**src/hw/rtl/hse_pkg.sv**
```systemverilog
// Shared constants, command codes and payload types of the histogram statistics engine.
package hse_pkg;

    localparam int BIN_TOTAL   = 64;
    localparam int BIN_W       = $clog2(BIN_TOTAL);
    // Left edges are span*i*EDGE_SCALE in 1/256 units; BIN_TOTAL is a power of two up to 256
    localparam int EDGE_SCALE  = 256 / BIN_TOTAL;
    localparam int EDGE_SHIFT  = $clog2(EDGE_SCALE);
    localparam int DIV_CNT_W   = $clog2(BIN_W);
    localparam int QUEUE_DEPTH = 2;
    localparam int QPTR_W      = $clog2(QUEUE_DEPTH);
    localparam int QCNT_W      = $clog2(QUEUE_DEPTH + 1);

    localparam int TOT_W   = 38;
    localparam int SUMA_W  = 44;
    localparam int SUMB_W  = 50;
    localparam int WIDE_W  = 128;
    localparam int ENG_STEPS = 64;
    localparam int STEP_W  = $clog2(ENG_STEPS);

    localparam logic [1:0] CMD_ADD   = 2'd0;
    localparam logic [1:0] CMD_READ  = 2'd1;
    localparam logic [1:0] CMD_STATS = 2'd2;
    localparam logic [1:0] CMD_CLEAR = 2'd3;

    localparam int CFG_IDX_W = 1;
    localparam logic [CFG_IDX_W-1:0] CFG_RANGE_LOW  = 1'b0;
    localparam logic [CFG_IDX_W-1:0] CFG_RANGE_HIGH = 1'b1;

    typedef struct packed {
        logic [1:0]         cmd;
        logic signed [15:0] sample;
        logic [5:0]         read_index;
    } hse_in_t;

    typedef struct packed {
        logic [5:0]         bin_number;
        logic [31:0]        bin_count;
        logic [37:0]        total_count;
        logic signed [23:0] mean_fx;
        logic [23:0]        sigma_fx;
        logic               empty_res;
        logic               range_error;
    } hse_out_t;

    typedef struct packed {
        logic [1:0]       cmd;
        logic [BIN_W-1:0] bin;
    } hse_op_t;

    typedef struct packed {
        logic signed [15:0] low;
        logic [15:0]        span;
        logic               range_error;
    } hse_cfg_t;

endpackage

```
**src/hw/rtl/hse_front.sv**
```systemverilog
// Front end: accepts requests and works out the bin of each added sample.
module hse_front (
    input  logic             aclk,
    input  logic             aresetn,
    input  hse_pkg::hse_cfg_t cfg,
    input  logic             s_valid,
    output logic             s_ready,
    input  hse_pkg::hse_in_t s_data,
    output logic             op_valid,
    input  logic             op_ready,
    output hse_pkg::hse_op_t op_data
);
    import hse_pkg::*;

    localparam logic [1:0] FR_IDLE = 2'd0;
    localparam logic [1:0] FR_DIV  = 2'd1;
    localparam logic [1:0] FR_PUSH = 2'd2;

    logic [1:0]           fst_reg, fst_next;
    hse_op_t              op_reg, op_next;
    logic [16:0]          rem_reg, rem_next;
    logic [DIV_CNT_W-1:0] cnt_reg, cnt_next;
    logic [16:0]          diff;
    logic [16:0]          rem_sh;

    assign s_ready  = (fst_reg == FR_IDLE);
    assign op_valid = (fst_reg == FR_PUSH);
    assign op_data  = op_reg;

    always_comb begin
        fst_next = fst_reg;
        op_next  = op_reg;
        rem_next = rem_reg;
        cnt_next = cnt_reg;
        diff     = 17'({s_data.sample[15], s_data.sample} - {cfg.low[15], cfg.low});
        rem_sh   = {rem_reg[15:0], 1'b0};
        case (fst_reg)
            FR_IDLE: begin
                if (s_valid) begin
                    op_next.cmd = s_data.cmd;
                    op_next.bin = '0;
                    fst_next    = FR_PUSH;
                    if (s_data.cmd == CMD_READ) begin
                        op_next.bin = BIN_W'(s_data.read_index);
                    end else if (s_data.cmd == CMD_ADD && !cfg.range_error &&
                                 s_data.sample > cfg.low) begin
                        if (diff[15:0] >= cfg.span) begin
                            op_next.bin = BIN_W'(BIN_TOTAL - 1);
                        end else begin
                            rem_next = {1'b0, diff[15:0]};
                            cnt_next = '0;
                            fst_next = FR_DIV;
                        end
                    end
                end
            end
            FR_DIV: begin
                // one quotient bit per cycle of BIN_TOTAL*off/span
                if (rem_sh >= {1'b0, cfg.span}) begin
                    rem_next    = rem_sh - {1'b0, cfg.span};
                    op_next.bin = {op_reg.bin[BIN_W-2:0], 1'b1};
                end else begin
                    rem_next    = rem_sh;
                    op_next.bin = {op_reg.bin[BIN_W-2:0], 1'b0};
                end
                cnt_next = cnt_reg + 1'b1;
                if (cnt_reg == DIV_CNT_W'(BIN_W - 1)) begin
                    fst_next = FR_PUSH;
                end
            end
            FR_PUSH: begin
                if (op_ready) begin
                    fst_next = FR_IDLE;
                end
            end
            default: fst_next = FR_IDLE;
        endcase
    end

    always_ff @(posedge aclk) begin
        if (!aresetn) begin
            fst_reg <= FR_IDLE;
        end else begin
            fst_reg <= fst_next;
        end
        op_reg  <= op_next;
        rem_reg <= rem_next;
        cnt_reg <= cnt_next;
    end

endmodule

```
**config.mk**
```make
export PLATFORM = sky130hd
export DESIGN_NAME = hse_front
export DESIGN_NICKNAME = d
export VERILOG_FILES = /design/src/hw/rtl/hse_pkg.sv /design/src/hw/rtl/hse_front.sv
export SDC_FILE = /design/constraint.sdc
export NUM_CORES = 1
export LEC_CHECK = 0
export BUFFER_PORTS_ARGS = -buffer_cell sky130_fd_sc_hd__buf_4
export CAP_MARGIN = 20
export CORE_AREA = 3 3 113 115
export DETAILED_ROUTE_END_ITERATION = 7
export DIE_AREA = 0 0 116 118
export PLACE_DENSITY = 0.46
export SETUP_SLACK_MARGIN = 0.4
export SLEW_MARGIN = 25
export SYNTH_ARGS = -nofsm -noshare
export SYNTH_HDL_FRONTEND = slang
export SYNTH_SLANG_ARGS = --single-unit
```
**constraint.sdc**
```tcl
create_clock -name aclk -period 9.3 [get_ports aclk]
set_clock_uncertainty 0.05 [all_clocks]
set_input_delay 1.395 -clock aclk [delete_from_list [all_inputs] [get_ports aclk]]
set_output_delay 1.395 -clock aclk [all_outputs]
set_load 0.02 [all_outputs]
```
==> results of run 1 <==
==> through the flow <==
step	hold WS, ps	area (sq um)	util [%]	std cells
floorplan	445	3550	-	425
global placement	496	4240	35.6	634
detailed placement	485	4240	35.6	634
CTS	496	4410	37.0	642
global route	547	4410	37.0	642
finish	495	4410	37.0	642
==> layout make-up <==
class | count | share of cell area [%]
Clock buffer | 7 | 3.23
Clock inverter | 1 | 0.681
Inverter | 43 | 3.66
Multi-Input combinational cell | 341 | 56.4
Sequential cell | 29 | 19.3
Tap cell | 147 | 4.17
Timing Repair Buffer | 74 | 12.6
==> power groups by stage <==
stage | logic [W] | clock network [W] | registers [W]
after floorplan | 0.000151 | 0 | 0.000163
final | 0.000222 | 0.000186 | 0.000158
after global placement | 0.000221 | 0 | 0.000161
after detailed placement | 0.000221 | 0 | 0.000161
after CTS | 0.000223 | 0.000188 | 0.000158
after global routing | 0.000252 | 0.000197 | 0.000159
==> cell families (layout without fill, tap and decap cells) <==
group / count (synthesis) / after routing / share of synthesized area (%)
and+or+nand+nor: 146 / 146 / 20.6
AOI/OAI and AO/OA: 114 / 114 / 22.9
buffers and inverters: 55 / 125 / 6.16
adders and majority gates: 52 / 52 / 18.7
DFF: 29 / 29 / 24.0
xor gates and xnor gates: 26 / 26 / 6.41
muxes: 3 / 3 / 1.16
==> cell usage in the layout (no fill, tap or decap), drive strengths merged, types with 3 or more instances in the layout <==
| cell | n |
|---|---|
| xnor2 | 12 |
| nor2 | 44 |
| nor3 | 14 |
| and2 | 5 |
| inv | 43 |
| a21o | 7 |
| or2 | 3 |
| o21ai | 17 |
| ha | 50 |
| a31oi | 9 |
| clkbuf | 7 |
| nand2 | 32 |
| and3 | 4 |
| edfxtp | 27 |
| o211ai | 3 |
| nand3 | 16 |
| nand4 | 6 |
| xor2 | 14 |
| buf | 74 |
| mux2 | 3 |
| a211oi | 6 |
| or3 | 3 |
| nor2b | 7 |
| a211o | 4 |
| nand2b | 6 |
| a21oi | 34 |
| a221o | 8 |
| o21a | 4 |
==> layer usage <==
| layer | vias to the layer above | global-route usage, % | wire [microns] |
|---|---|---|---|
| li1 | 1683 | - | - |
| met3 | 2 | 1.54 | 331 |
| met1 | 1441 | 21.1 | 4840 |
| met5 | - | 0 | 0 |
| met2 | 67 | 23.3 | 4440 |
| met4 | 0 | 2.39 | 48 |
==> worst max-delay path by stage <==
| stage | end |
|---|---|
| after detailed placement | rem_reg[2]$_DFFE_PP_ |
| after global routing | rem_reg[3]$_DFFE_PP_ |
| after CTS | rem_reg[7]$_DFFE_PP_ |
| after floorplan | cnt_reg[0]$_SDFFCE_PN0P_ |
| final | rem_reg[7]$_DFFE_PP_ |
| after global placement | rem_reg[2]$_DFFE_PP_ |
==> worst max-delay path: stages <==
cell      delay [ps]
buf_4            100
inv_1             40
ha_1             150
inv_1             60
fa_1             390
nand3_1          110
a21oi_1           70
or3_4            390
or2_1            260
a41o_1           260
xor2_1           250
ha_1             300
nor2b_1          130
o21ai_0          160
nand2b_1          90
a211oi_2         290
nand3b_1         190
a21boi_1         170
buf_4            290
==> impl_metrics.csv, run 1 <==
group,metric,value,unit
die,core_area,11900,sq um
clock_network,clk_root_buffer_cell,"clkbuf_16",
power,vdd_drop_max,0.0662,mV
global_route,grt_pass1_vias,3283,
global_route,grt_overflow,0,
global_route,grt_usage,14.5,%
drt,first_iter_violations,135,
timing,drv_slew,0,
job,max_cap_violations,0,
synth,syn-cell-area,3550,sq um
timing,worst_pin_slew,677,ps
final_layout,drive_gt1_share,21.0,%
timing,fmax,0.192,GHz
timing,hold_viol,0,
synth,synth_area_leaders,"edfxtp_1, ha_1, nor2_1, inv_1, a21oi_1",
setup_path,end_kind,"register",
setup_path,start_kind,"input pin",
final_layout,fill_cells,1274,
power,leakage,2.01,nW
timing,finalCriticalPeriod,5210,ps
final_layout,n_antenna_cell,0,
synth,synth_area_per_cell,8.36,sq um
clock_network,hold_buffers,0,
clock_network,insertion_delay,270,ps
timing,rsz0062_at_grt,"no",
setup_path,r2r_setup_slack,6480,ps
die,ios,71,
clock_network,clockBufferDepth,2,
global_route,antenna_found_initial,0,
clock_network,path_clk_slew,50,ps
min_path,min_path_type,"register to register",
drt,drt-total-wl,9.66,mm
drt,ant_nets,0,
power,power_frac_clock,32.9,%
die,die_w,116,microns
power,power.density,128,nW/um^2
synth,ys_ff_latch,29,
min_path,holdPathEnd,"fst_reg[0]$_SDFFE_PN0P_",
setup_path,critPathKind,"input pin to register",
die,die_h,118,microns
synth,synth_cells,425,
die,rows,40,
setup_path,r2r_end,"rem_reg[11]$_DFFE_PP_",
setup_path,crit_fanout,19,
place,gp_congestion,0.845,
drt,first_pass_iters,4,
synth,synthTopCellsByCount,"ha_1, nor2_1, inv_1, a21oi_1, nand2_1",
setup_path,r2r_start,"rem_reg[2]$_DFFE_PP_",
clock_network,numCtsBuffers,5,
timing,fin_setup_tns,0,ps
global_route,grt_pass1_wl,16.2,mm
clock_network,htree_levels,2,
synth,netlist.top_cell.by_area,"edfxtp_1",
final_layout,area_growth,24.1,%
place,pre_cts_ws,3780,ps
timing,fin_crit_sh,56.0,%
drt,via_per_inst,4.97,
drt,route.detailed.drc,0,
clock_network,cts.sinks,29,
power,pwr-share-seq,28.0,%
timing,finalSetupViolCount,0,
setup_path,critPathRequiredTime,9190,ps
die,initial_core_util,29.8,%
timing,setup_ws,4090,ps
global_route,grt_max_degree,20,
place,hpwlAfterDp,8.17,mm
synth,synthArstFlopShare,0,%
power,power,0.000566,W
power,switching_power,0.000176,W
place,io_buffers,70,
min_path,holdPathStages,2,
clock_network,cts_tree,"done",
synth,yosys_warnings,0,
timing,slew_headroom,54.8,%
clock_network,cts_resized,0,
synth,synth.most_common_cell,"ha_1",
setup_path,rr_worst_depth,8,
setup_path,startpoint,"s_data[6]",
synth,synth.net_count,538,
synth,synth_ff_type,"edfxtp_1",
final_layout,fin_nets,607,
final_layout,largest_reg_flops,16,
die,die_area,13700,sq um
drt,drt-wirelength-per-cell,15.0,microns
min_path,min_from,"fst_reg[0]$_SDFFE_PN0P_",
clock_network,post_cts_buffers,0,
power,switching_share,31.1,%
power,internal_power,0.000390,W
synth,ys_types,67,
synth,netlist.area_leader.share,22.8,%
setup_path,cp_data_arrival_time,5100,ps
final_layout,multiInputGateArea,2480,sq um
power,power_frac_comb,39.2,%
synth,synth-edff-count,27,
drt,vias,3193,
synth,yosysSeqAreaShare,24.0,%
run_status,status,"finished clean",
final_layout,ff_latch_area,851,sq um
Note: power is estimated with default switching activity, not from simulation.
==> inputs of run 2 (changes only) <==
Settings changed: ABC_AREA set to 1, CORE_AREA 3 3 113 115 to 3 3 116 118, DIE_AREA 0 0 116 118 to 0 0 119 121, PLACE_DENSITY 0.46 to 0.47.
Clock period 9.3 ns to 4.65 ns, I/O delays scaled along.
==> run 2 against run 1 <==
Die area is 5.2% higher. Register-to-register slack worse by 4400 ps. Combinational power is 98% higher. Largest cell class unchanged. Power is 88% higher. Hold slack better by 12 ps. Sequential share of layout area is 0.72 points lower. Count of clock-buffer cells in the layout is 1 lower. Global-route usage is 0.41 points lower. Worst setup slack worse by 3300 ps. Area after synthesis is 4.9% higher. Cell count is 23% higher. Highest routed layer unchanged. Sequential cell count stayed put.
==> impl_metrics.csv, run 2 <==
group,metric,value,unit
run_status,status,"finished clean",
die,ios,71,
global_route,grt_usage,14.1,%
drt,vias,3585,
timing,worst_pin_slew,790,ps
clock_network,clockBufferDepth,2,
synth,synth.most_common_cell,"nand2_1",
timing,fin_crit_sh,82.9,%
setup_path,r2r_start,"rem_reg[9]$_DFFE_PP_",
die,die_h,121,microns
place,hpwlAfterDp,8.78,mm
setup_path,critPathRequiredTime,4550,ps
clock_network,post_cts_buffers,0,
drt,drt-wirelength-per-cell,13.1,microns
synth,yosys_warnings,0,
final_layout,n_antenna_cell,0,
power,switching_power,0.000379,W
synth,netlist.area_leader.share,21.8,%
clock_network,clk_root_buffer_cell,"clkbuf_16",
clock_network,path_clk_slew,50,ps
setup_path,r2r_setup_slack,2050,ps
synth,synthTopCellsByCount,"nand2_1, inv_1, ha_1, nand3_1, a21oi_1",
power,vdd_drop_max,0.125,mV
drt,drt-total-wl,10.3,mm
place,dpl_cell_area,4440,sq um
final_layout,ff_latch_area,851,sq um
global_route,grt_pass1_wl,16.7,mm
final_layout,layout_common_cells,"nand2_1, inv_1, buf_4",
clock_network,htree_levels,2,
clock_network,hold_buffers,0,
synth,synth_ff_type,"edfxtp_1",
synth,yosysSeqAreaShare,22.8,%
min_path,min_path_type,"register to register",
clock_network,cts_resized,0,
setup_path,crit_fanout,19,
min_path,min_from,"op_data[2]$_DFFE_PP_",
clock_network,numCtsBuffers,5,
drt,first_pass_iters,4,
synth,synth.net_count,657,
clock_network,cts_tree,"done",
final_layout,layout_commonest_cell,"nand2_1",
power,switching_share,35.6,%
final_layout,fill_cells,1363,
drt,ant_nets,0,
clock_network,cts.sinks,29,
timing,fin_setup_tns,0,ps
synth,synth_area_per_cell,6.85,sq um
synth,ys_types,38,
place,gp_congestion,0.849,
timing,hold_viol,0,
die,die_area,14400,sq um
min_path,holdPathStages,2,
min_path,holdPathEnd,"op_data[3]$_DFFE_PP_",
synth,ys_ff_latch,29,
timing,finalSetupViolCount,0,
timing,slew_headroom,47.4,%
power,power_frac_comb,41.2,%
global_route,grt_max_degree,26,
drt,first_iter_violations,144,
place,io_buffers,70,
final_layout,drive_gt1_share,16.9,%
job,max_cap_violations,0,
die,core_area,12600,sq um
die,die_w,119,microns
timing,drv_slew,0,
global_route,antenna_found_initial,0,
setup_path,start_kind,"input pin",
power,power_frac_clock,29.0,%
synth,synth-edff-count,27,
clock_network,insertion_delay,270,ps
final_layout,fin_nets,729,
synth,synthArstFlopShare,0,%
final_layout,area_growth,22.9,%
timing,whs,507,ps
setup_path,cp_data_arrival_time,3750,ps
setup_path,r2r_end,"rem_reg[1]$_DFFE_PP_",
synth,synth_area_leaders,"edfxtp_1, ha_1, nand2_1, inv_1, nand3_1",
setup_path,critPathKind,"input pin to register",
power,power.density,233,nW/um^2
power,pwr-share-seq,29.8,%
global_route,grt_overflow,0,
drt,via_per_inst,4.54,
die,initial_core_util,29.6,%
timing,rsz0062_at_grt,"no",
drt,route.detailed.drc,0,
synth,netlist.top_cell.by_area,"edfxtp_1",
timing,fmax,0.259,GHz
power,leakage,2.38,nW
setup_path,end_kind,"register",
final_layout,largest_reg_flops,16,
power,internal_power,0.000687,W
synth,syn-cell-area,3720,sq um
setup_path,rr_worst_depth,9,
final_layout,final_area,4580,sq um
global_route,grt_pass1_vias,3468,
final_layout,multiInputGateArea,2530,sq um
die,rows,41,
timing,finalCriticalPeriod,3860,ps
synth,synth_cells,544,
## run 2: cell count changes after synthesis, moves of 8 or more
cell      change
a221o_1       -8
nor3_1        -8
nand3b_1     +14
nand2_1     +126
inv_1        +36
nand3_1      +31
## run 2: worst max path at each step
| stage | startpoint | endpoint | slack (ps) |
|---|---|---|---|
| 2_1_floorplan | cfg[19] | cnt_reg[0]$_SDFFCE_PN0P_ | 720 |
| 5_1_grt | cfg[19] | rem_reg[13]$_DFFE_PP_ | 400 |
| 3_5_place_dp | cfg[19] | rem_reg[14]$_DFFE_PP_ | 430 |
| 6_report | cfg[19] | rem_reg[12]$_DFFE_PP_ | 790 |
| 3_3_place_gp | cfg[19] | rem_reg[13]$_DFFE_PP_ | 520 |
| 4_1_cts | cfg[19] | rem_reg[14]$_DFFE_PP_ | 720 |
## run 2: routing by layer
layer	global-route usage [%]	part of all wire, %	wire length, microns
met1	20.1	50	5150
met2	23.4	46	4770
met3	1.17	3.0	313
met4	2.61	0.72	74
met5	0	0	0
## run 2: per-stage QoR
step                      instances  utilization, %  setup WS, ps  total power [W]
after floorplan                 544               -           724         0.000624
after global placement          781            35.3           516         0.000761
after detailed placement        781            35.3           432         0.000762
after CTS                       789            36.4           718          0.00108
after global routing            789            36.4           404          0.00115
final                           789            36.4           794          0.00107
## run 2: logic make-up after synthesis
group | after synthesis | share of synthesized area (%)
xor+xnor | 17 | 4.00
buf+inv | 87 | 9.24
fa+ha+maj | 52 | 17.9
simple gates | 286 | 34.8
flops | 29 | 22.8
compound gates | 73 | 11.3
## run 2: power by group through the flow
stage	Combinational [W]	Clock (W)	Sequential (W)
global placement	0.000439	0	0.000323
global route	0.000504	0.000323	0.000320
finish	0.000439	0.000309	0.000318
detailed placement	0.000439	0	0.000323
floorplan	0.000292	0	0.000332
CTS	0.000442	0.000316	0.000318
## run 2: area by class of cell
type	count	area share (%)
inverter	80	6.56
multi-input combinational	428	55.3
clock inverter	2	0.219
timing repair buffer	72	11.8
tap	172	4.70
clock buffer	6	2.81
sequential	29	18.6
## run 2: worst max-delay path, stage by stage
cell     delay [ps]
buf_4            80
inv_1            30
ha_1            350
a21oi_1         180
nand2_1         100
a21oi_1         310
o21ai_2         130
nand3_1         110
nand3_1          90
and2_1          170
ha_1            290
a21oi_1         150
o21ai_0         100
a21oi_1         210
nand2_1          80
nor2_1          170
nand2_1          90
a21oi_2         110
buf_4           280
