--- src/hw/rtl/hse_pkg.sv ---
// Shared constants, command codes and payload types of the histogram statistics engine.
package hse_pkg;

    localparam int BIN_TOTAL   = 64;
    localparam int BIN_W       = $clog2(BIN_TOTAL);
    // Left edges are span*i*EDGE_SCALE in 1/256 units; BIN_TOTAL is a power of two up to 256
    localparam int EDGE_SCALE  = 256 / BIN_TOTAL;
    localparam int EDGE_SHIFT  = $clog2(EDGE_SCALE);
    localparam int DIV_CNT_W   = $clog2(BIN_W);
    localparam int QUEUE_DEPTH = 2;
    localparam int QPTR_W      = $clog2(QUEUE_DEPTH);
    localparam int QCNT_W      = $clog2(QUEUE_DEPTH + 1);

    localparam int TOT_W   = 38;
    localparam int SUMA_W  = 44;
    localparam int SUMB_W  = 50;
    localparam int WIDE_W  = 128;
    localparam int ENG_STEPS = 64;
    localparam int STEP_W  = $clog2(ENG_STEPS);

    localparam logic [1:0] CMD_ADD   = 2'd0;
    localparam logic [1:0] CMD_READ  = 2'd1;
    localparam logic [1:0] CMD_STATS = 2'd2;
    localparam logic [1:0] CMD_CLEAR = 2'd3;

    localparam int CFG_IDX_W = 1;
    localparam logic [CFG_IDX_W-1:0] CFG_RANGE_LOW  = 1'b0;
    localparam logic [CFG_IDX_W-1:0] CFG_RANGE_HIGH = 1'b1;

    typedef struct packed {
        logic [1:0]         cmd;
        logic signed [15:0] sample;
        logic [5:0]         read_index;
    } hse_in_t;

    typedef struct packed {
        logic [5:0]         bin_number;
        logic [31:0]        bin_count;
        logic [37:0]        total_count;
        logic signed [23:0] mean_fx;
        logic [23:0]        sigma_fx;
        logic               empty_res;
        logic               range_error;
    } hse_out_t;

    typedef struct packed {
        logic [1:0]       cmd;
        logic [BIN_W-1:0] bin;
    } hse_op_t;

    typedef struct packed {
        logic signed [15:0] low;
        logic [15:0]        span;
        logic               range_error;
    } hse_cfg_t;

endpackage

--- src/hw/rtl/hse_queue.sv ---
// Short request queue between front and back end.
module hse_queue (
    input  logic             aclk,
    input  logic             aresetn,
    input  logic             in_valid,
    output logic             in_ready,
    input  hse_pkg::hse_op_t in_data,
    output logic             out_valid,
    input  logic             out_ready,
    output hse_pkg::hse_op_t out_data
);
    import hse_pkg::*;

    hse_op_t           slot_reg [QUEUE_DEPTH];
    logic [QPTR_W-1:0] wr_reg, rd_reg;
    logic [QCNT_W-1:0] cnt_reg;
    logic              push, pop;

    assign in_ready  = (cnt_reg != QCNT_W'(QUEUE_DEPTH));
    assign out_valid = (cnt_reg != '0);
    assign out_data  = slot_reg[rd_reg];
    assign push      = in_valid && in_ready;
    assign pop       = out_valid && out_ready;

    always_ff @(posedge aclk) begin
        if (!aresetn) begin
            wr_reg  <= '0;
            rd_reg  <= '0;
            cnt_reg <= '0;
        end else begin
            if (push) begin
                wr_reg <= (wr_reg == QPTR_W'(QUEUE_DEPTH - 1)) ? '0 : wr_reg + 1'b1;
            end
            if (pop) begin
                rd_reg <= (rd_reg == QPTR_W'(QUEUE_DEPTH - 1)) ? '0 : rd_reg + 1'b1;
            end
            cnt_reg <= cnt_reg + QCNT_W'(push) - QCNT_W'(pop);
        end
        if (push) begin
            slot_reg[wr_reg] <= in_data;
        end
    end

endmodule

--- config.mk ---
export PLATFORM = sky130hd
export DESIGN_NAME = hse_queue
export DESIGN_NICKNAME = d
export VERILOG_FILES = /design/src/hw/rtl/hse_pkg.sv /design/src/hw/rtl/hse_queue.sv
export SDC_FILE = /design/constraint.sdc
export NUM_CORES = 1
export LEC_CHECK = 0
export ABC_AREA = 1
export ABC_CLOCK_PERIOD_IN_PS = 1800
export BUFFER_PORTS_ARGS = -buffer_cell sky130_fd_sc_hd__buf_2
export CORE_AREA = 2 2 45 47
export DETAILED_ROUTE_END_ITERATION = 8
export DIE_AREA = 0 0 47 49
export GPL_ROUTABILITY_DRIVEN = 0
export PLACE_DENSITY = 0.71
export REMOVE_ABC_BUFFERS = 1
export SYNTH_ARGS = -nofsm -noshare
export SYNTH_HDL_FRONTEND = slang
export SYNTH_SLANG_ARGS = --single-unit
export TNS_END_PERCENT = 10
--- constraint.sdc ---
create_clock -name aclk -period 1.8 [get_ports aclk]
set_clock_uncertainty 0.2 [all_clocks]
set_input_delay 0.18 -clock aclk [delete_from_list [all_inputs] [get_ports aclk]]
set_output_delay 0.18 -clock aclk [all_outputs]
set_load 0.03 [all_outputs]
==> impl_metrics.ini, run 1 <==
[floorplanning]
die_area_um2 = 2300
start_util_pct = 45.1
num_rows = 16
fp.dieW_um = 47
die_y_um = 49
pin_count = 22
core-area_um2 = 1840

[layout]
syn_to_final_growth_pct = 32.1
final_nets = 110
n_antenna_cell = 0
final_cells = 123
largest_register_ff_count = 16
fin_area_um2 = 1100
drive_above_1_share_pct = 38.5

[global_route]
gr-usage-all-layers_pct = 12.1
antenna_found_initial = 0
grt_max_degree = 12
grt_pass1_vias = 464
grt_pass1_wl_mm = 1.93
grt_overflow_total = 0

[power]
p_int_uw = 929
total_power_uw = 1480
switchingPower_uw = 555
p_clk_share_pct = 14.9
power.share.sequential_pct = 46.2
power.leakage_uw = 0.000455
ir_drop_v = 0.000786
switching_share_pct = 37.4
powerDensity_nw_per_um2 = 1350
power_frac_comb_pct = 38.9

[cts]
clk_latency_ns = 0.30
cts.sinks = 21
clk_pin_slew_ns = 0.11
clockRootBuffer = clkbuf_4
ctsLongestPathBuffers = 2
cts-htree-levels = 1
numCtsBuffers = 3
cts_tree = yes

[synthesis]
yosysTopAreaCellShare_pct = 57.8
seq_area_frac_synth_pct = 69.9
synthesis.area_um2 = 831
post_synth_num_cell_types = 16
synth_flop_cell = edfxtp_1
yosys_register_bits = 21
syn_inst = 61
synth_warnings = 0
ys_async_sr_fraction_pct = 0
syn_area_per_cell_um2 = 13.6
synth_top_cell_by_area = edfxtp_1
synth_edf_count = 16
yosys-top-cells-area = edfxtp_1 (58%), dfxtp_1 (12%), mux2_2 (6.8%)

[critical_path]
cpPeakStageDelay_ns = 0.45
crit_slowest_cell = dfxtp_2
cp.required_ns = 1.42
critPathKind = register to output port
worst-path-max-fanout = 8
worstSetupStartpointType = register
ff2ff_path_depth = 10
worst-r2r-setup-slack_ns = 0.22
r2r-end = cnt_reg[1]$_SDFF_PN0_
path_cells = mux2_2, buf_2
arrival_ns = 1.28
cp-endpoint = out_data[1]
worst_setup_path_end_kind = output port
r2r_start = cnt_reg[0]$_SDFF_PN0_

[placed_design]
placed_cells = 110
place.port_buffers = 21
dpl.hpwl_um = 870
place_area_um2 = 980

[drt]
post_drt_wl_per_cell_um = 10.2
first_pass_iters = 2
finalWirelength_mm = 1.26
drtAntennaViolNets = 0
drcViolationCount = 0
vias_per_cell = 4.32
dr.first_iter.drc_count = 3
vias = 531

[sta]
rsz0062_at_grt = no
finalMaxSlewViolations = 0
finalCritPeriodShare_pct = 92.2
fin_tns_setup_ns = 0
report.final.setup_viol = 0
period_needed_ns = 1.66
fmax_mhz = 603
finalHoldViolations = 0
tightest_slew_ns = 0.466
relSlewSlack_pct = 68.9

[job]
maxCapViolCount = 0

[hold_path]
whs_path_depth = 5
hold_path_class = input pin to register

[run_status]
status = completed
cells by family after synthesis:
| family | share of synthesized area [%] |
|---|---|
| multiplexers | 10.8 |
| flip-flops | 69.9 |
| AND/OR/NAND/NOR | 12.3 |
| XOR/XNOR | 1.05 |
| AO/OA/AOI/OAI | 0.602 |
| buffers and inverters | 3.77 |
| adder cells (fa/ha/maj) | 1.51 |
Yosys cell counts (2+ instances only):
cell / number
inv_1: 7
nor2_1: 6
edfxtp_1: 16
dfxtp_1: 5
nor2_2: 2
mux2_1: 3
mux2_2: 5
nand2_1: 9
layer usage:
layer / part of all wire, % / vias up / track usage (%)
li1: - / 273 / -
met1: 45 / 244 / 14.0
met2: 48 / 10 / 18.5
met3: 3.5 / 4 / 3.33
met4: 3.3 / 0 / 8.33
met5: 0 / - / 0
through the flow:
| stage | utilization, % | worst slack, ns | hold slack, ns |
|---|---|---|---|
| CTS | 59.6 | 0.117 | 0.0541 |
| detailed placement | 53.2 | 0.241 | 0.175 |
| floorplan | - | 0.181 | 0.0735 |
| global placement | 53.2 | 0.277 | 0.169 |
| finish | 59.6 | 0.141 | 0.0521 |
| global route | 59.6 | 0.0516 | 0.0686 |
how the worst min path moves through the flow:
stage / end / from / slack (ns)
final: wr_reg$_SDFFE_PN0P_ / in_valid / 0.05
after global routing: wr_reg$_SDFFE_PN0P_ / in_valid / 0.07
after global placement: slot_reg[0][1]$_DFFE_PP_ / in_data[1] / 0.17
after detailed placement: slot_reg[1][7]$_DFFE_PP_ / in_data[7] / 0.18
after floorplan: cnt_reg[0]$_SDFF_PN0_ / aresetn / 0.07
after CTS: wr_reg$_SDFFE_PN0P_ / in_valid / 0.05
what timing repair did:
action,4_1_cts,5_1_grt
hold buffers,9,0
hold endpoints to repair,21,0
gates resized for setup,1,0
buffers inserted,0,0
endpoints found under the setup margin,6,0
critical path: cells and delay by family, from the launching register on:
kind,cells,cell delay [ns]
DFF,1,0.45
muxes,1,0.36
buffers and inverters,1,0.17
cell type report:
cell class | instances | area (µm²)
clock buffer | 4 | 26.3
inverter | 7 | 26.3
timing repair buffer | 32 | 210
sequential | 21 | 582
fill | 169 | 744
tap | 27 | 33.8
multi-input combinational | 32 | 219
cells in the final DEF, fill, tap and decap left out, drive strengths merged:
| cell type | instances |
|---|---|
| buf | 23 |
| a21oi | 1 |
| edfxtp | 16 |
| nand2 | 11 |
| clkbuf | 4 |
| dlygate4sd3 | 9 |
| inv | 7 |
| xnor2 | 1 |
| mux2 | 8 |
| ha | 1 |
| nor2 | 9 |
| dfxtp | 5 |
| nand3 | 1 |
power by group through the flow:
stage | combinational, µW | clock, µW | sequential, µW
after floorplan | 431 | 0 | 680
after global placement | 560 | 0 | 692
after detailed placement | 565 | 0 | 697
after CTS | 584 | 221 | 687
after global routing | 633 | 241 | 695
final | 576 | 221 | 686
(Power assumes the default switching activity.)
==> run 2: changes to the inputs <==
--- a/config.mk
+++ b/config.mk
@@ -8,11 +8,13 @@
 export ABC_AREA = 1
 export ABC_CLOCK_PERIOD_IN_PS = 1800
 export BUFFER_PORTS_ARGS = -buffer_cell sky130_fd_sc_hd__buf_2
-export CORE_AREA = 2 2 45 47
+export CELL_PAD_IN_SITES_DETAIL_PLACEMENT = 0
+export CELL_PAD_IN_SITES_GLOBAL_PLACEMENT = 1
+export CORE_AREA = 2 2 50 52
 export DETAILED_ROUTE_END_ITERATION = 8
-export DIE_AREA = 0 0 47 49
+export DIE_AREA = 0 0 52 54
 export GPL_ROUTABILITY_DRIVEN = 0
-export PLACE_DENSITY = 0.71
+export PLACE_DENSITY_LB_ADDON = 0.1
 export REMOVE_ABC_BUFFERS = 1
 export SYNTH_ARGS = -nofsm -noshare
 export SYNTH_HDL_FRONTEND = slang
==> run 2 against run 1 <==
First-iteration DRC count increased by 130%. Register-to-register slack about the same. Largest cell class unchanged. Worst hold slack improved by 0.022 ns. Final cell count increased by 1.6%. Critical path depth unchanged.
==> impl_metrics.ini, run 2 (synthesized netlist as in run 1, its figures left out) <==
[critical_path]
cp.required_ns = 1.42
cpPeakStageDelay_ns = 0.46
arrival_ns = 1.28
crit_slowest_cell = dfxtp_2
worstSetupStartpointType = register
critPathKind = register to output port
worst-path-max-fanout = 8
r2r_start = cnt_reg[0]$_SDFF_PN0_
worst_setup_path_end_kind = output port
path_cells = mux2_2, buf_2

[cts]
clk_pin_slew_ns = 0.10
cts-htree-levels = 1
clockRootBuffer = clkbuf_4
clk_latency_ns = 0.28
ctsLongestPathBuffers = 2
cts.sinks = 21
numCtsBuffers = 3
cts_tree = yes
cts_setup_buffers = 0

[hold_path]
hold_path_class = input pin to register
worstHoldStart = in_valid

[power]
total_power_uw = 1460
powerDensity_nw_per_um2 = 1340
switching_share_pct = 37.1
power.share.sequential_pct = 46.7
power_frac_comb_pct = 39.1
p_int_uw = 921
ir_drop_v = 0.000662
p_clk_share_pct = 14.2
switchingPower_uw = 544
power.leakage_uw = 0.000450

[sta]
relSlewSlack_pct = 69.5
fmax_mhz = 601
finalHoldViolations = 0
period_needed_ns = 1.66
finalMaxSlewViolations = 0
fin_tns_setup_ns = 0
finalCritPeriodShare_pct = 92.4
holdWs_ns = 0.0737
tightest_slew_ns = 0.456
setup_slack_ns = 0.137
report.final.setup_viol = 0
rsz0062_at_grt = no

[drt]
dr.first_iter.drc_count = 7
finalWirelength_mm = 1.24
drcViolationCount = 0
wl_met1_um = 478
wl_met3_um = 51
post_drt_wl_per_cell_um = 9.90
drtAntennaViolNets = 0
route.met2.wl_um = 692
routed.top_layer = met4
first_pass_iters = 3
vias = 530
vias_per_cell = 4.24

[layout]
final_common_cell = buf_2
syn_to_final_growth_pct = 31.6
largest_register_ff_count = 16
final_cells = 125
n_antenna_cell = 0
fill_cells = 226
seq_area_um2 = 582
layout_common_cells = buf_2 (21), edfxtp_1 (16), nand2_1 (9), dlygate4sd3_1 (9), inv_1 (7)
drive_above_1_share_pct = 37.9
multiInputGateArea_um2 = 219
final_nets = 109

[global_route]
grt_overflow_total = 0
grt_pass1_wl_mm = 1.99
antenna_found_initial = 0
grt_pass1_vias = 492
grt_max_degree = 12
gr-usage-all-layers_pct = 10.0

[floorplanning]
die_y_um = 54
num_rows = 18
fp.dieW_um = 52
die_area_um2 = 2810
core-area_um2 = 2320
pin_count = 22
start_util_pct = 35.8

[placed_design]
dpl.hpwl_um = 884
placed_cells = 112
preCtsSetupSlack_ns = 0.223
place.port_buffers = 21

[run_status]
status = completed

[job]
maxCapViolCount = 0
## run 2: cell count changes in the layout (fill, tap and decap cells not counted), sizes merged
| cell | previous run | this run |
|---|---|---|
| buf | 23 | 22 |
## run 2: power by group through the flow
| stage | Combinational (µW) | Clock [µW] | Sequential (µW) |
|---|---|---|---|
| global placement | 565 | 0 | 696 |
| finish | 573 | 208 | 684 |
| detailed placement | 565 | 0 | 696 |
| global route | 626 | 241 | 700 |
| CTS | 582 | 225 | 686 |
| floorplan | 431 | 0 | 680 |
## run 2: critical path: cells and delay by family (launching register included)
kind | cells | cell delay [ns]
flops | 1 | 0.46
mux | 1 | 0.36
buf+inv | 1 | 0.18
## run 2: final timing paths
path                                               to  slack [ns]  cells after the start
worst max-delay path                      out_data[7]        0.14                      2
worst min-delay path              wr_reg$_SDFFE_PN0P_        0.07                      5
worst max register to register  cnt_reg[1]$_SDFF_PN0_        0.22                     11
worst min register to register               register        0.32                      2
## run 2: what timing repair did
item	4_1_cts	5_1_grt
hold buffers	9	0
resized for setup	1	0
endpoints found under the setup margin	8	0
endpoints found under the hold margin	21	0
## run 2: metrics by stage
stage	utilization, %	instance area, µm²
after floorplan	-	826
after global placement	42.1	976
after detailed placement	42.1	976
after CTS	47.1	1090
after global routing	47.1	1090
final	47.1	1090
## run 2: final cells by class
type	count	area share, %
flip-flops and latches	21	53.2
multi-input cells	32	20.0
repair buffers	31	18.5
well taps	30	3.43
clock buffers	4	2.40
inverters	7	2.40
## run 2: metal layers
layer	vias up	track usage (%)
li1	272	-
met1	246	10.5
met2	10	18.6
met3	2	1.67
met4	0	6.58
met5	-	0
==> run 3: changes to the inputs <==
--- a/config.mk
+++ b/config.mk
@@ -10,9 +10,10 @@
 export BUFFER_PORTS_ARGS = -buffer_cell sky130_fd_sc_hd__buf_2
 export CELL_PAD_IN_SITES_DETAIL_PLACEMENT = 0
 export CELL_PAD_IN_SITES_GLOBAL_PLACEMENT = 1
-export CORE_AREA = 2 2 50 52
+export CORE_AREA = 2 2 48 50
+export CTS_BUF_LIST = sky130_fd_sc_hd__clkbuf_4 sky130_fd_sc_hd__clkbuf_8
 export DETAILED_ROUTE_END_ITERATION = 8
-export DIE_AREA = 0 0 52 54
+export DIE_AREA = 0 0 50 52
 export GPL_ROUTABILITY_DRIVEN = 0
 export PLACE_DENSITY_LB_ADDON = 0.1
 export REMOVE_ABC_BUFFERS = 1
==> run 3 against run 2 <==
Via count fell by 0.19%. First-iteration DRC count increased by 29%. Critical path depth stayed put. Critical path type unchanged. Critical endpoint is now out_data[1].
==> impl_metrics.ini, run 3 (synthesized netlist as in run 1, its figures left out) <==
[critical_path]
crit_slowest_cell = dfxtp_2
arrival_ns = 1.28
critPathKind = register to output port
worst_setup_path_end_kind = output port
worst-path-max-fanout = 8
cpPeakStageDelay_ns = 0.45
cp.required_ns = 1.42
worstSetupStartpointType = register
cp.buffers_inverters = 1
path_cells = mux2_2, buf_2
path_delay_family = flip-flops

[floorplanning]
num_rows = 17
die_y_um = 52
die_area_um2 = 2600
start_util_pct = 39.5
pin_count = 22
fp.dieW_um = 50
core-area_um2 = 2110

[drt]
drtAntennaViolNets = 0
vias_per_cell = 4.20
dr.first_iter.drc_count = 9
finalWirelength_mm = 1.13
first_pass_iters = 2
drcViolationCount = 0
vias = 529
post_drt_wl_per_cell_um = 8.93

[global_route]
met1_usage_pct = 12.1
grt_pass1_wl_mm = 2.04
antenna_found_initial = 0
use_met2_pct = 18.6
grt_max_degree = 12
grt_overflow_total = 0
use_met3_pct = 4.31
grt_pass1_vias = 492
grt.busiest_layer = met2
gr-usage-all-layers_pct = 10.7

[sta]
period_needed_ns = 1.66
relSlewSlack_pct = 86.4
finalHoldViolations = 0
report.final.setup_viol = 0
finalMaxSlewViolations = 0
finalCritPeriodShare_pct = 92.0
fmax_mhz = 604
fin_tns_setup_ns = 0
rsz0062_at_grt = no
tightest_slew_ns = 0.204

[cts]
clk_latency_ns = 0.28
ctsLongestPathBuffers = 2
numCtsBuffers = 3
cts_setup_buffers = 0
cts-htree-levels = 1
clockRootBuffer = clkbuf_4
clk_pin_slew_ns = 0.10
cts_tree = yes
cts.sinks = 21

[layout]
final_common_cell = buf_2
drive_above_1_share_pct = 40.8
final_nets = 112
layout_common_cells = buf_2 (21), edfxtp_1 (16), nand2_1 (9), dlygate4sd3_1 (9), inv_1 (7)
n_antenna_cell = 0
largest_register_ff_count = 16
final_cells = 126
syn_to_final_growth_pct = 34.5

[power]
ir_drop_v = 0.000781
power.leakage_uw = 0.000469
powerDensity_nw_per_um2 = 1330

[placed_design]
placed_cells = 113
place.port_buffers = 21
dpl.hpwl_um = 849

[hold_path]
hold_path_class = input pin to register

[run_status]
status = completed

[job]
maxCapViolCount = 0
[run 3: cell count changes in the layout (fill, tap and decap cells not counted), sizes merged]
cell | before | now
buf | 22 | 25
[run 3: metal layers]
metal / routed length (µm) / vias to the layer above / share of wire, %
met2: 542 / 16 / 48
met5: 0 / - / 0
li1: - / 277 / -
met3: 76 / 0 / 6.8
met1: 506 / 236 / 45
met4: 0 / 0 / 0
[run 3: final timing paths]
check	from	end	slack, ns	cells after the start
setup / recovery	register	out_data[1]	0.14	2
hold / removal	in_valid	wr_reg$_SDFFE_PN0P_	0.07	5
setup reg to reg	cnt_reg[0]$_SDFF_PN0_	cnt_reg[1]$_SDFF_PN0_	0.24	11
hold reg to reg	rd_reg$_SDFFE_PN0P_	register	0.30	2
[run 3: repair_timing]
action | in CTS | in global routing
resized for setup | 1 | 0
hold endpoints to repair | 21 | 0
hold buffers | 9 | 0
setup endpoints to repair | 5 | 0
[run 3: power breakdown]
group | internal [µW] | leakage [µW] | switching, µW
clock network | 101 | 0.0000184 | 115
registers | 625 | 0.000191 | 60.4
logic | 225 | 0.000260 | 357
[run 3: area by class of cell]
class,instances,area (µm²)
fillers,197,988
flip-flops and latches,21,582
repair buffers,34,225
multi-input cells,32,219
well taps,28,35.0
clock buffers,4,30.0
inverters,7,26.3
[run 3: metrics by stage]
stage               hold slack [ns]  util (%)  power (µW)  cell area [µm²]  setup slack (ns)
finish                       0.0723      53.1        1480             1120             0.145
global route                 0.0832      53.1        1590             1120            0.0415
CTS                          0.0690      53.1        1510             1120             0.116
detailed placement            0.173      47.3        1270              996             0.254
global placement              0.167      47.3        1270              996             0.261
floorplan                    0.0735         -        1110              826             0.181
[run 3: worst register-to-register path, cell delays in order (launching register included)]
cell	delay [ns]
dfxtp_1	0.39
inv_1	0.07
nand2_2	0.08
nand2_4	0.07
xnor2_1	0.13
ha_1	0.19
inv_1	0.05
nand2_1	0.04
nand2_1	0.08
nand3_1	0.07
nand2_1	0.06
nor2_1	0.03
